**config.mk**
```make
export PLATFORM = sky130hd
export DESIGN_NAME = twr_response_check_and_distance
export DESIGN_NICKNAME = d
export VERILOG_FILES = /design/src/rtl/twrcd_pkg.sv /design/src/rtl/twr_response_check_and_distance.sv
export SDC_FILE = /design/constraint.sdc
export NUM_CORES = 2
export LEC_CHECK = 0
export ABC_AREA = 1
export BUFFER_PORTS_ARGS = -buffer_cell sky130_fd_sc_hd__buf_4
export CORE_MARGIN = 1.5
export CORE_UTILIZATION = 53
export DETAILED_ROUTE_END_ITERATION = 16
export GPL_ROUTABILITY_DRIVEN = 0
export PLACE_DENSITY = 0.76
export REMOVE_ABC_BUFFERS = 1
export SKIP_CTS_REPAIR_TIMING = 1
export SLEW_MARGIN = 20
export SYNTH_ARGS = -nofsm -noshare
export SYNTH_HDL_FRONTEND = slang
export SYNTH_SLANG_ARGS = --single-unit
```
**constraint.sdc**
```tcl
create_clock -name clk -period 11.68 [get_ports clk]
set_input_delay 1.168 -clock clk [delete_from_list [all_inputs] [get_ports clk]]
set_output_delay 1.168 -clock clk [all_outputs]
set_load 0.02 [all_outputs]
```
**src/rtl/twrcd_pkg.sv**
```systemverilog
`timescale 1ns / 1ps
`default_nettype none
// ----------------------------------------------------------------------------
// twrcd_pkg
// Types and constants for the ranging response checker: request and result
// payloads, config register indexes, status codes, frame layout.
// ----------------------------------------------------------------------------
package twrcd_pkg;

  typedef struct packed {
    logic [7:0]  rx_byte;
    logic        byte_last;
    logic [6:0]  frame_length;
    logic [39:0] poll_sent_time;
    logic [39:0] reply_heard_time;
  } req_t;

  typedef struct packed {
    logic [1:0]         status;
    logic signed [19:0] range_mm;
    logic [7:0]         sequence_number;
  } rsp_t;

  // config register indexes
  localparam logic [1:0] CFG_MY_ADDR   = 2'd0;
  localparam logic [1:0] CFG_PEER_ADDR = 2'd1;
  localparam logic [1:0] CFG_OFFSET    = 2'd2;

  localparam logic [15:0] MY_ADDR_RST   = 16'd17750;
  localparam logic [15:0] PEER_ADDR_RST = 16'd16727;

  // status codes
  localparam logic [1:0] ST_OK    = 2'd0;
  localparam logic [1:0] ST_LEN   = 2'd1;
  localparam logic [1:0] ST_HDR   = 2'd2;
  localparam logic [1:0] ST_RANGE = 2'd3;

  // fixed header bytes
  localparam logic [7:0] FC_LO   = 8'h41;
  localparam logic [7:0] FC_HI   = 8'h88;
  localparam logic [7:0] PAN_LO  = 8'hCA;
  localparam logic [7:0] PAN_HI  = 8'hDE;
  localparam logic [7:0] FN_RESP = 8'h10;

  // frame layout
  localparam int HDR_BYTES = 10;
  localparam int RCV_POS   = 10;
  localparam int REP_POS   = 15;
  localparam logic [6:0] WIRE_LEN = 7'd22;
  localparam logic [4:0] POS_MAX  = 5'd31;

  // round(2^24 * c * 1000 / (2 * 499.2 MHz * 128)), mm per tick in Q24
  localparam logic signed [26:0] K_Q24 = 27'sd39345565;

  // window limits and rounding mask in Q24 mm
  localparam logic signed [59:0] WIN_LOW_Q  = -60'sd16777216000;
  localparam logic signed [59:0] WIN_HIGH_Q = 60'sd8388608000000;
  localparam logic signed [59:0] FRAC_MASK  = 60'sd16777215;

endpackage
`default_nettype wire

```
**src/rtl/twr_response_check_and_distance.sv**
```systemverilog
`timescale 1ns / 1ps
`default_nettype none
// ----------------------------------------------------------------------------
// twr_response_check_and_distance
// Checks a received ranging response frame byte by byte, captures the peer
// timestamps and turns the round-trip difference into a distance in mm.
//
//   channel | signals                               | dir | request / result
//   --------+---------------------------------------+-----+-----------------
//   in      | in_valid, in_stall, in_data           | in  | one frame byte
//   out     | out_valid, out_stall, out_data        | out | one per last byte
//   cfg     | cfg_valid, cfg_ready, cfg_index/data  | in  | register write
//
// One byte is accepted per cycle while in_stall is low. A last byte's result
// passes two subtract stages, the 33x27 multiply, the offset subtract, and
// the window/rounding stage into the output register.
// Stages advance independently; a stalled output holds only the stages
// behind it that are full. Reset (rst, synchronous) clears frame state,
// loads register defaults and empties the pipeline. cfg_ready is always 1.
// ----------------------------------------------------------------------------
module twr_response_check_and_distance (
  input  wire logic              clk,
  input  wire logic              rst,
  input  wire logic              in_valid,
  output logic                   in_stall,
  input  wire twrcd_pkg::req_t   in_data,
  output logic                   out_valid,
  input  wire logic              out_stall,
  output twrcd_pkg::rsp_t        out_data,
  input  wire logic              cfg_valid,
  output logic                   cfg_ready,
  input  wire logic [1:0]        cfg_index,
  input  wire logic [17:0]       cfg_data
);

  // config
  logic [15:0]        my_address;
  logic [15:0]        peer_address;
  logic signed [17:0] distance_offset_mm;

  // frame state (only the low 32 bits of the peer stamps matter)
  logic [4:0]  byte_position;
  logic        header_good;
  logic [7:0]  seen_sequence;
  logic [31:0] peer_receive_time;
  logic [31:0] peer_reply_time;

  // per-byte logic
  logic        accept;
  logic        cmp;
  logic [7:0]  want;
  logic        header_good_next;
  logic [7:0]  seq_next;
  logic [31:0] rcv_next;
  logic [31:0] rep_next;
  logic [1:0]  pre_status;

  // pipeline
  logic        s1_valid, s2_valid, s3_valid, s4_valid;
  logic        s1_ready, s2_ready, s3_ready, s4_ready, out_ready;
  logic [1:0]  s1_status, s2_status, s3_status, s4_status;
  logic [7:0]  s1_seq, s2_seq, s3_seq, s4_seq;
  logic [31:0] s1_ri, s1_rr;
  logic signed [32:0] s2_d;
  logic signed [59:0] s3_prod;
  logic signed [59:0] s4_v;
  logic signed [59:0] off_q;
  logic signed [59:0] v_adj;
  twrcd_pkg::rsp_t    out_next;

  assign cfg_ready = 1'b1;

  assign out_ready = !out_valid || !out_stall;
  assign s4_ready  = !s4_valid || out_ready;
  assign s3_ready  = !s3_valid || s4_ready;
  assign s2_ready  = !s2_valid || s3_ready;
  assign s1_ready  = !s1_valid || s2_ready;
  assign in_stall  = !s1_ready;
  assign accept    = in_valid && s1_ready;

  always_comb begin
    cmp  = 1'b1;
    want = 8'd0;
    case (byte_position)
      5'd0:    want = twrcd_pkg::FC_LO;
      5'd1:    want = twrcd_pkg::FC_HI;
      5'd3:    want = twrcd_pkg::PAN_LO;
      5'd4:    want = twrcd_pkg::PAN_HI;
      5'd5:    want = my_address[7:0];
      5'd6:    want = my_address[15:8];
      5'd7:    want = peer_address[7:0];
      5'd8:    want = peer_address[15:8];
      5'd9:    want = twrcd_pkg::FN_RESP;
      default: cmp  = 1'b0;
    endcase
    header_good_next = header_good && (!cmp || in_data.rx_byte == want);
    seq_next = (byte_position == 5'd2) ? in_data.rx_byte : seen_sequence;

    // byte 4 of each stamp falls outside mod 2^32 and is dropped
    rcv_next = peer_receive_time;
    rep_next = peer_reply_time;
    for (int i = 0; i < 4; i++) begin
      if (byte_position == 5'(twrcd_pkg::RCV_POS + i))
        rcv_next[8*i +: 8] = in_data.rx_byte;
      if (byte_position == 5'(twrcd_pkg::REP_POS + i))
        rep_next[8*i +: 8] = in_data.rx_byte;
    end

    if (in_data.frame_length != twrcd_pkg::WIRE_LEN)
      pre_status = twrcd_pkg::ST_LEN;
    else if (!header_good_next || byte_position < 5'(twrcd_pkg::HDR_BYTES - 1))
      pre_status = twrcd_pkg::ST_HDR;
    else
      pre_status = twrcd_pkg::ST_OK;
  end

  always_ff @(posedge clk) begin
    if (rst) begin
      my_address         <= twrcd_pkg::MY_ADDR_RST;
      peer_address       <= twrcd_pkg::PEER_ADDR_RST;
      distance_offset_mm <= 18'sd0;
    end else if (cfg_valid && cfg_ready) begin
      case (cfg_index)
        twrcd_pkg::CFG_MY_ADDR:   my_address         <= cfg_data[15:0];
        twrcd_pkg::CFG_PEER_ADDR: peer_address       <= cfg_data[15:0];
        twrcd_pkg::CFG_OFFSET:    distance_offset_mm <= $signed(cfg_data);
        default: ;
      endcase
    end
  end

  always_ff @(posedge clk) begin
    if (rst || (accept && in_data.byte_last)) begin
      byte_position     <= 5'd0;
      header_good       <= 1'b1;
      seen_sequence     <= 8'd0;
      peer_receive_time <= 32'd0;
      peer_reply_time   <= 32'd0;
    end else if (accept) begin
      if (byte_position != twrcd_pkg::POS_MAX)
        byte_position <= byte_position + 5'd1;
      header_good       <= header_good_next;
      seen_sequence     <= seq_next;
      peer_receive_time <= rcv_next;
      peer_reply_time   <= rep_next;
    end
  end

  // pipeline valids
  always_ff @(posedge clk) begin
    if (rst) begin
      s1_valid  <= 1'b0;
      s2_valid  <= 1'b0;
      s3_valid  <= 1'b0;
      s4_valid  <= 1'b0;
      out_valid <= 1'b0;
    end else begin
      if (s1_ready)  s1_valid  <= in_valid && in_data.byte_last;
      if (s2_ready)  s2_valid  <= s1_valid;
      if (s3_ready)  s3_valid  <= s2_valid;
      if (s4_ready)  s4_valid  <= s3_valid;
      if (out_ready) out_valid <= s4_valid;
    end
  end

  assign off_q = $signed({{18{distance_offset_mm[17]}}, distance_offset_mm, 24'd0});
  // truncate toward zero: bias negatives before the shift
  assign v_adj = s4_v + (s4_v[59] ? twrcd_pkg::FRAC_MASK : 60'sd0);

  always_comb begin
    out_next.sequence_number = s4_seq;
    out_next.range_mm        = 20'sd0;
    out_next.status          = s4_status;
    if (s4_status == twrcd_pkg::ST_OK) begin
      if (s4_v < twrcd_pkg::WIN_LOW_Q || s4_v > twrcd_pkg::WIN_HIGH_Q)
        out_next.status = twrcd_pkg::ST_RANGE;
      else
        out_next.range_mm = v_adj[43:24];
    end
  end

  // pipeline payload
  always_ff @(posedge clk) begin
    if (s1_ready) begin
      s1_status <= pre_status;
      s1_seq    <= seq_next;
      s1_ri     <= in_data.reply_heard_time[31:0] - in_data.poll_sent_time[31:0];
      s1_rr     <= rep_next - rcv_next;
    end
    if (s2_ready) begin
      s2_status <= s1_status;
      s2_seq    <= s1_seq;
      s2_d      <= $signed({1'b0, s1_ri}) - $signed({1'b0, s1_rr});
    end
    if (s3_ready) begin
      s3_status <= s2_status;
      s3_seq    <= s2_seq;
      s3_prod   <= s2_d * twrcd_pkg::K_Q24;
    end
    if (s4_ready) begin
      s4_status <= s3_status;
      s4_seq    <= s3_seq;
      s4_v      <= s3_prod - off_q;
    end
    if (out_ready) begin
      out_data <= out_next;
    end
  end

endmodule
`default_nettype wire

```
# Word level (Yosys, flattened, before mapping)
# Index checks and enable logic that the tools add are counted.
# totals
reg_bits,420
input_bits,121
output_inout_bits,33
elab_cells,109
# classes
n_addsub,6
n_mul,1
magnitude_cmp,3
eq_ne,22
mux,16
n_bitwise,1
n_reduce_logical,31
# ops
op,n
2-to-1 mux 8 bit,9
case mux 8 bit (9 select lines),1
subtractor 32 bit,2
"greater-than comparator 60 x 44 -> 1 bit, second input constant",1
"less-than comparator 60 x 35 -> 1 bit, second input constant",1
"multiplier 33 x 27 -> 60 bit, second input constant",1
subtractor 60 x 42 -> 60 bit,1
adder 44 x 25 -> 44 bit,1
"== test 5 x 4 -> 1 bit, second input constant",7
subtractor 32 x 32 -> 33 bit,1
2-to-1 mux 24 bit,1
2-to-1 mux 22 bit,1
"== test 5 x 3 -> 1 bit, second input constant",4
2-to-1 mux 20 bit,1
"== test 5 bit, second input constant",3
"== test 5 x 2 -> 1 bit, second input constant",2
zero test 1 bit,9
logical OR 1 bit,9
OR reduction 9 bit,1
== test 8 bit,1
AND reduction 2 bit,4
"!= test 7 x 5 -> 1 bit, second input constant",1
"adder 5 x 1 -> 5 bit, second input constant",1
"== test 5 x 1 -> 1 bit, second input constant",1
11 further kinds,16

# Logic depth before layout (Yosys ltp)
# logic_depth
word_depth,9
depth_mapped,29
ltp_nobuf,28

# Worst setup path before layout
# OpenSTA, ideal clock, no wires.
# synth_path
path_kind,reg-to-reg
from,register s2_d[32]
to,"register s3_prod[43], data pin"
t_arrival_ns,5.828
t_required_ns,11.420
path_slack_ns,5.592
stages_incl_launch_ff,20
path_buffers,2
path_cell_list,edfxtp_1 -> clkbuf_1 -> inv_1 -> clkbuf_1 -> fa_1 -> fa_1 -> inv_1 -> fa_1 -> fa_1 -> inv_1 -> fa_1 -> inv_1 -> ha_1 -> a21oi_1 -> inv_1 -> a31oi_1 -> o21ai_0 -> o21bai_1 -> nand3b_1 -> xor2_1
# synth_between
elab_chain_cells,1
# synth_lines
element,line_no,source
from (decl),twr_response_check_and_distance.sv:64,logic signed [32:0] s2_d;
from (signal assigned),twr_response_check_and_distance.sv:193,"s2_d <= $signed({1'b0, s1_ri}) - $signed({1'b0, s1_rr});"
multiplier 33 x 27 -> 60 bit,twr_response_check_and_distance.sv:198,s3_prod <= s2_d * twrcd_pkg::K_Q24;
to (signal assigned),twr_response_check_and_distance.sv:198,
to (decl),twr_response_check_and_distance.sv:65,logic signed [59:0] s3_prod;
# Every way passes these cells.
# A chain may end at the register's enable or synchronous reset.

# Worst setup path after layout
# layout_path
from,register s2_d[18]
to,"register s3_prod[44], data pin"
# The elaborated chain is that of the path after synthesis.

==> load_flow_metrics.sql <==
INSERT INTO impl_metrics (metric_group, metric, value, unit) VALUES
('status', 'run_status', 'finished clean', ''),
('timing', 'final_critical_path_setup_slack', '5.01', 'ns'),
('critical_path', 'cp.arrival', '7.03', 'ns'),
('clock_tree', 'clock-root-buffer', 'sky130_fd_sc_hd__clkbuf_16', ''),
('detailed_routing', 'dr.pass1.iters', '9', ''),
('placement', 'port-buffer-count', '136', ''),
('detailed_routing', 'ant_nets', '0', ''),
('floorplanning', 'die_footprint', '0.0803', 'mm²'),
('final_layout', 'layout_commonest_cell', 'sky130_fd_sc_hd__inv_1', ''),
('detailed_routing', 'routed-via-count', '34100', ''),
('timing', 'layout_min_cycle_time', '6.67', 'ns'),
('timing', 'period_share', '57.1', '%'),
('floorplanning', 'design.core.area', '0.0776', 'mm²'),
('detailed_routing', 'via_per_inst', '5.45', ''),
('timing', 'skew', '0.0300', 'ns'),
('placement', 'post-place-ws', '5.13', 'ns'),
('timing', 'finalHoldViolCount', '0', ''),
('grt', 'global_route.overflow_total', '0', ''),
('grt', 'grt_max_degree', '105', ''),
('floorplanning', 'core.rowCount', '102', ''),
('floorplanning', 'die-width', '283', 'µm'),
('grt', 'grt_first_pass_wirelength', '172000', 'µm'),
('timing', 'max_freq', '0.150', 'GHz'),
('grt', 'grt_pass1_vias', '34000', ''),
('timing', 'max_slew.worst_pin.slew', '0.933', 'ns'),
('timing', 'setup_viol', '0', ''),
('placement', 'dpl.hpwl', '88100', 'µm'),
('yosys', 'ys_ff_latch', '420', ''),
('yosys', 'synth_area', '0.0417', 'mm²'),
('final_layout', 'drive_gt1_share', '5.36', '%'),
('hold_path', 'worstHoldPathType', 'reg2reg', ''),
('timing', 'holdWs', '0.417', 'ns'),
('yosys', 'seq_area_frac_synth', '27.1', '%'),
('detailed_routing', 'remaining_drcs', '0', ''),
('floorplanning', 'die_height', '283', 'µm'),
('final_layout', 'syn_to_final_growth', '8.79', '%'),
('timing', 'timing_max_transition_violations_final', '0', ''),
('critical_path', 'worst_ep_required_time', '12.04', 'ns'),
('clock_tree', 'cts_bufs_inserted', '44', ''),
('detailed_routing', 'detail_route.wirelength', '106000', 'µm'),
('yosys', 'synth_warnings', '0', ''),
('final_layout', 'postLayoutCellArea', '0.0453', 'mm²'),
('yosys', 'asyncSetResetFlopFracSynth', '0', '%'),
('yosys', 'netlist-cell-type-count', '50', ''),
('grt', 'antenna_found_initial', '0', ''),
('detailed_routing', 'route.detailed.wl_per_inst', '17.0', 'µm'),
('yosys', 'ranking_of_synthesized_cells_by_area', 'sky130_fd_sc_hd__edfxtp_1 21%, sky130_fd_sc_hd__fa_1 17%, sky130_fd_sc_hd__ha_1 14%', ''),
('detailed_routing', 'drt-initial-drc-count', '2452', ''),
('flow_run', 'drv_cap', '0', ''),
('final_layout', 'mostFrequentLayoutCells', '1,064 x sky130_fd_sc_hd__inv_1, 833 x sky130_fd_sc_hd__nand2_1, 469 x sky130_fd_sc_hd__nor2_1', ''),
('clock_tree', 'post_cts_clock_slew_at_the_launch_and_capture_registers_of_the_worst_setup_and_hold_paths', '0.06', 'ns'),
('timing', 'rsz0062_at_grt', 'no', ''),
('floorplanning', 'io_pins', '154', ''),
('placement', 'dpl_cell_area', '0.0438', 'mm²'),
('yosys', 'synth_top_area_share', '20.7', '%'),
('timing', 'setup_tns', '0', 'ns'),
('timing', 'max-slew-margin-rel', '37.8', '%'),
('critical_path', 'startpoint_type', 'flip-flop', ''),
('critical_path', 'biggest_fanout_along_the_worst_timing_path', '6', ''),
('grt', 'track_usage', '26.6', '%'),
('critical_path', 'critPathKind', 'reg2reg', ''),
('yosys', 'syn_inst', '5052', ''),
('final_layout', 'n_antenna_cell', '0', ''),
('final_layout', 'fin_nets', '6127', ''),
('yosys', 'synth_top_flop_cell', 'sky130_fd_sc_hd__edfxtp_1', ''),
('floorplanning', 'initial_utilization', '53.7', '%'),
('clock_tree', 'h-tree-depth', '2', ''),
('yosys', 'yosys.area.top_type', 'sky130_fd_sc_hd__edfxtp_1', ''),
('clock_tree', 'clock_tree.buffer_depth', '3', ''),
('clock_tree', 'num_clock_sinks', '420', ''),
('critical_path', 'worst_setup_path_end_kind', 'flip-flop', ''),
('yosys', 'avgSynthCellArea', '8.25', 'µm²'),
('yosys', 'synth_enable_flop_cells', '287', ''),
('clock_tree', 'clk-insertion-delay-late', '0.59', 'ns'),
('final_layout', 'number_of_inserted_filler_cells_in_the_final_layout', '6894', ''),
('clock_tree', 'cts_tree', 'built', '');
[logic make-up (layout without fill, tap and decap cells)]
group                      after synthesis  in the layout  share of synthesized area (%)
and+or+nand+nor                       1638           1638                           16.2
buffers and inverters                 1140           1311                           10.4
adders and majority gates              819            819                           31.0
AOI/OAI and AO/OA                      812            812                           10.6
DFF                                    420            420                           27.1
xor gates and xnor gates               222            222                           4.67
other                                    1              1                        0.00900
[flip-flops by register name, indices dropped and copies added (netlist names), 2 cells and up]
register	cells
byte_position	5
distance_offset_mm	18
my_address	16
out_data	30
peer_address	16
peer_receive_time	32
peer_reply_time	32
s1_ri	32
s1_rr	32
s1_seq	8
s1_status	2
s2_d	33
s2_seq	8
s2_status	2
s3_prod	60
s3_seq	8
s3_status	2
s4_seq	8
s4_status	2
s4_v	60
seen_sequence	8
[path summary, 6_finish.rpt]
| check | start | end | slack [ns] | cells after the start |
|---|---|---|---|---|
| hold / removal | s2_seq[4]$_DFFE_PP_ | s3_seq[4]$_DFFE_PP_ | 0.42 | 0 |
| setup / recovery | s2_d[18]$_DFFE_PP_ | s3_prod[44]$_DFFE_PP_ | 5.01 | 22 |
| hold reg to reg | s2_seq[4]$_DFFE_PP_ | s3_seq[4]$_DFFE_PP_ | 0.42 | 0 |
| setup reg to reg | s2_d[18]$_DFFE_PP_ | s3_prod[44]$_DFFE_PP_ | 5.01 | 22 |
[cells in the mapped netlist, drive strengths merged, types with 27 or more instances]
library cell and count:
nand4 31, o21bai 27, xnor2 67, xor2 155, a21o 41, a21oi 423
clkbuf 31, nand2 847, or2 34, nor3 56, nor2 477, buf 28
edfxtp 287, inv 1074, dfxtp 133, nand3 154, o21ai 246, fa 354
ha 465
[critical path, stage by stage, from the launching register on]
cell	delay, ns
sky130_fd_sc_hd__edfxtp_1	0.58
sky130_fd_sc_hd__ha_1	0.50
sky130_fd_sc_hd__nand2_1	0.12
sky130_fd_sc_hd__inv_1	0.07
sky130_fd_sc_hd__nor2_1	0.18
sky130_fd_sc_hd__ha_1	0.31
sky130_fd_sc_hd__inv_1	0.09
sky130_fd_sc_hd__fa_1	0.43
sky130_fd_sc_hd__fa_1	0.51
sky130_fd_sc_hd__inv_1	0.05
sky130_fd_sc_hd__fa_1	0.47
sky130_fd_sc_hd__fa_1	0.55
sky130_fd_sc_hd__inv_1	0.06
sky130_fd_sc_hd__fa_1	0.53
sky130_fd_sc_hd__inv_1	0.04
sky130_fd_sc_hd__ha_1	0.40
sky130_fd_sc_hd__nand2_1	0.13
sky130_fd_sc_hd__nor2_1	0.19
sky130_fd_sc_hd__nand2_1	0.15
sky130_fd_sc_hd__nor4_1	0.39
sky130_fd_sc_hd__nand3_1	0.17
sky130_fd_sc_hd__nand4_1	0.19
sky130_fd_sc_hd__xor2_1	0.33
[routing by layer]
metal  wire length, µm  GRT usage [%]  share of wire [%]  vias up
met5                 0              0                  0        -
met4              5660           12.9                5.3        0
met3              7330           3.78                6.9      293
met2             51100           45.9                 48     1344
met1             42300           32.8                 40    16000
li1                  -              -                  -    16400
[per-stage QoR]
step | utilization [%] | cells
after global placement | 56.4 | 6181
after global routing | 58.4 | 6263
after CTS | 58.4 | 6263
final | 58.4 | 6263
after floorplan | - | 4993
after detailed placement | 56.4 | 6181
[final cells by class]
class                      instances  area [µm²]  area share [%]
multi-input combinational       3492       26000            57.5
inverter                        1081        4060            8.95
timing repair buffer             148        1110            2.45
tap                             1040        1300            2.87
sequential                       420       11300            24.9
clock inverter                    19         280           0.618
clock buffer                      63        1240            2.75
Power is left out: the tool's default activity adds up to more than one toggle a clock period on the data nets, which glitch-free logic cannot reach.
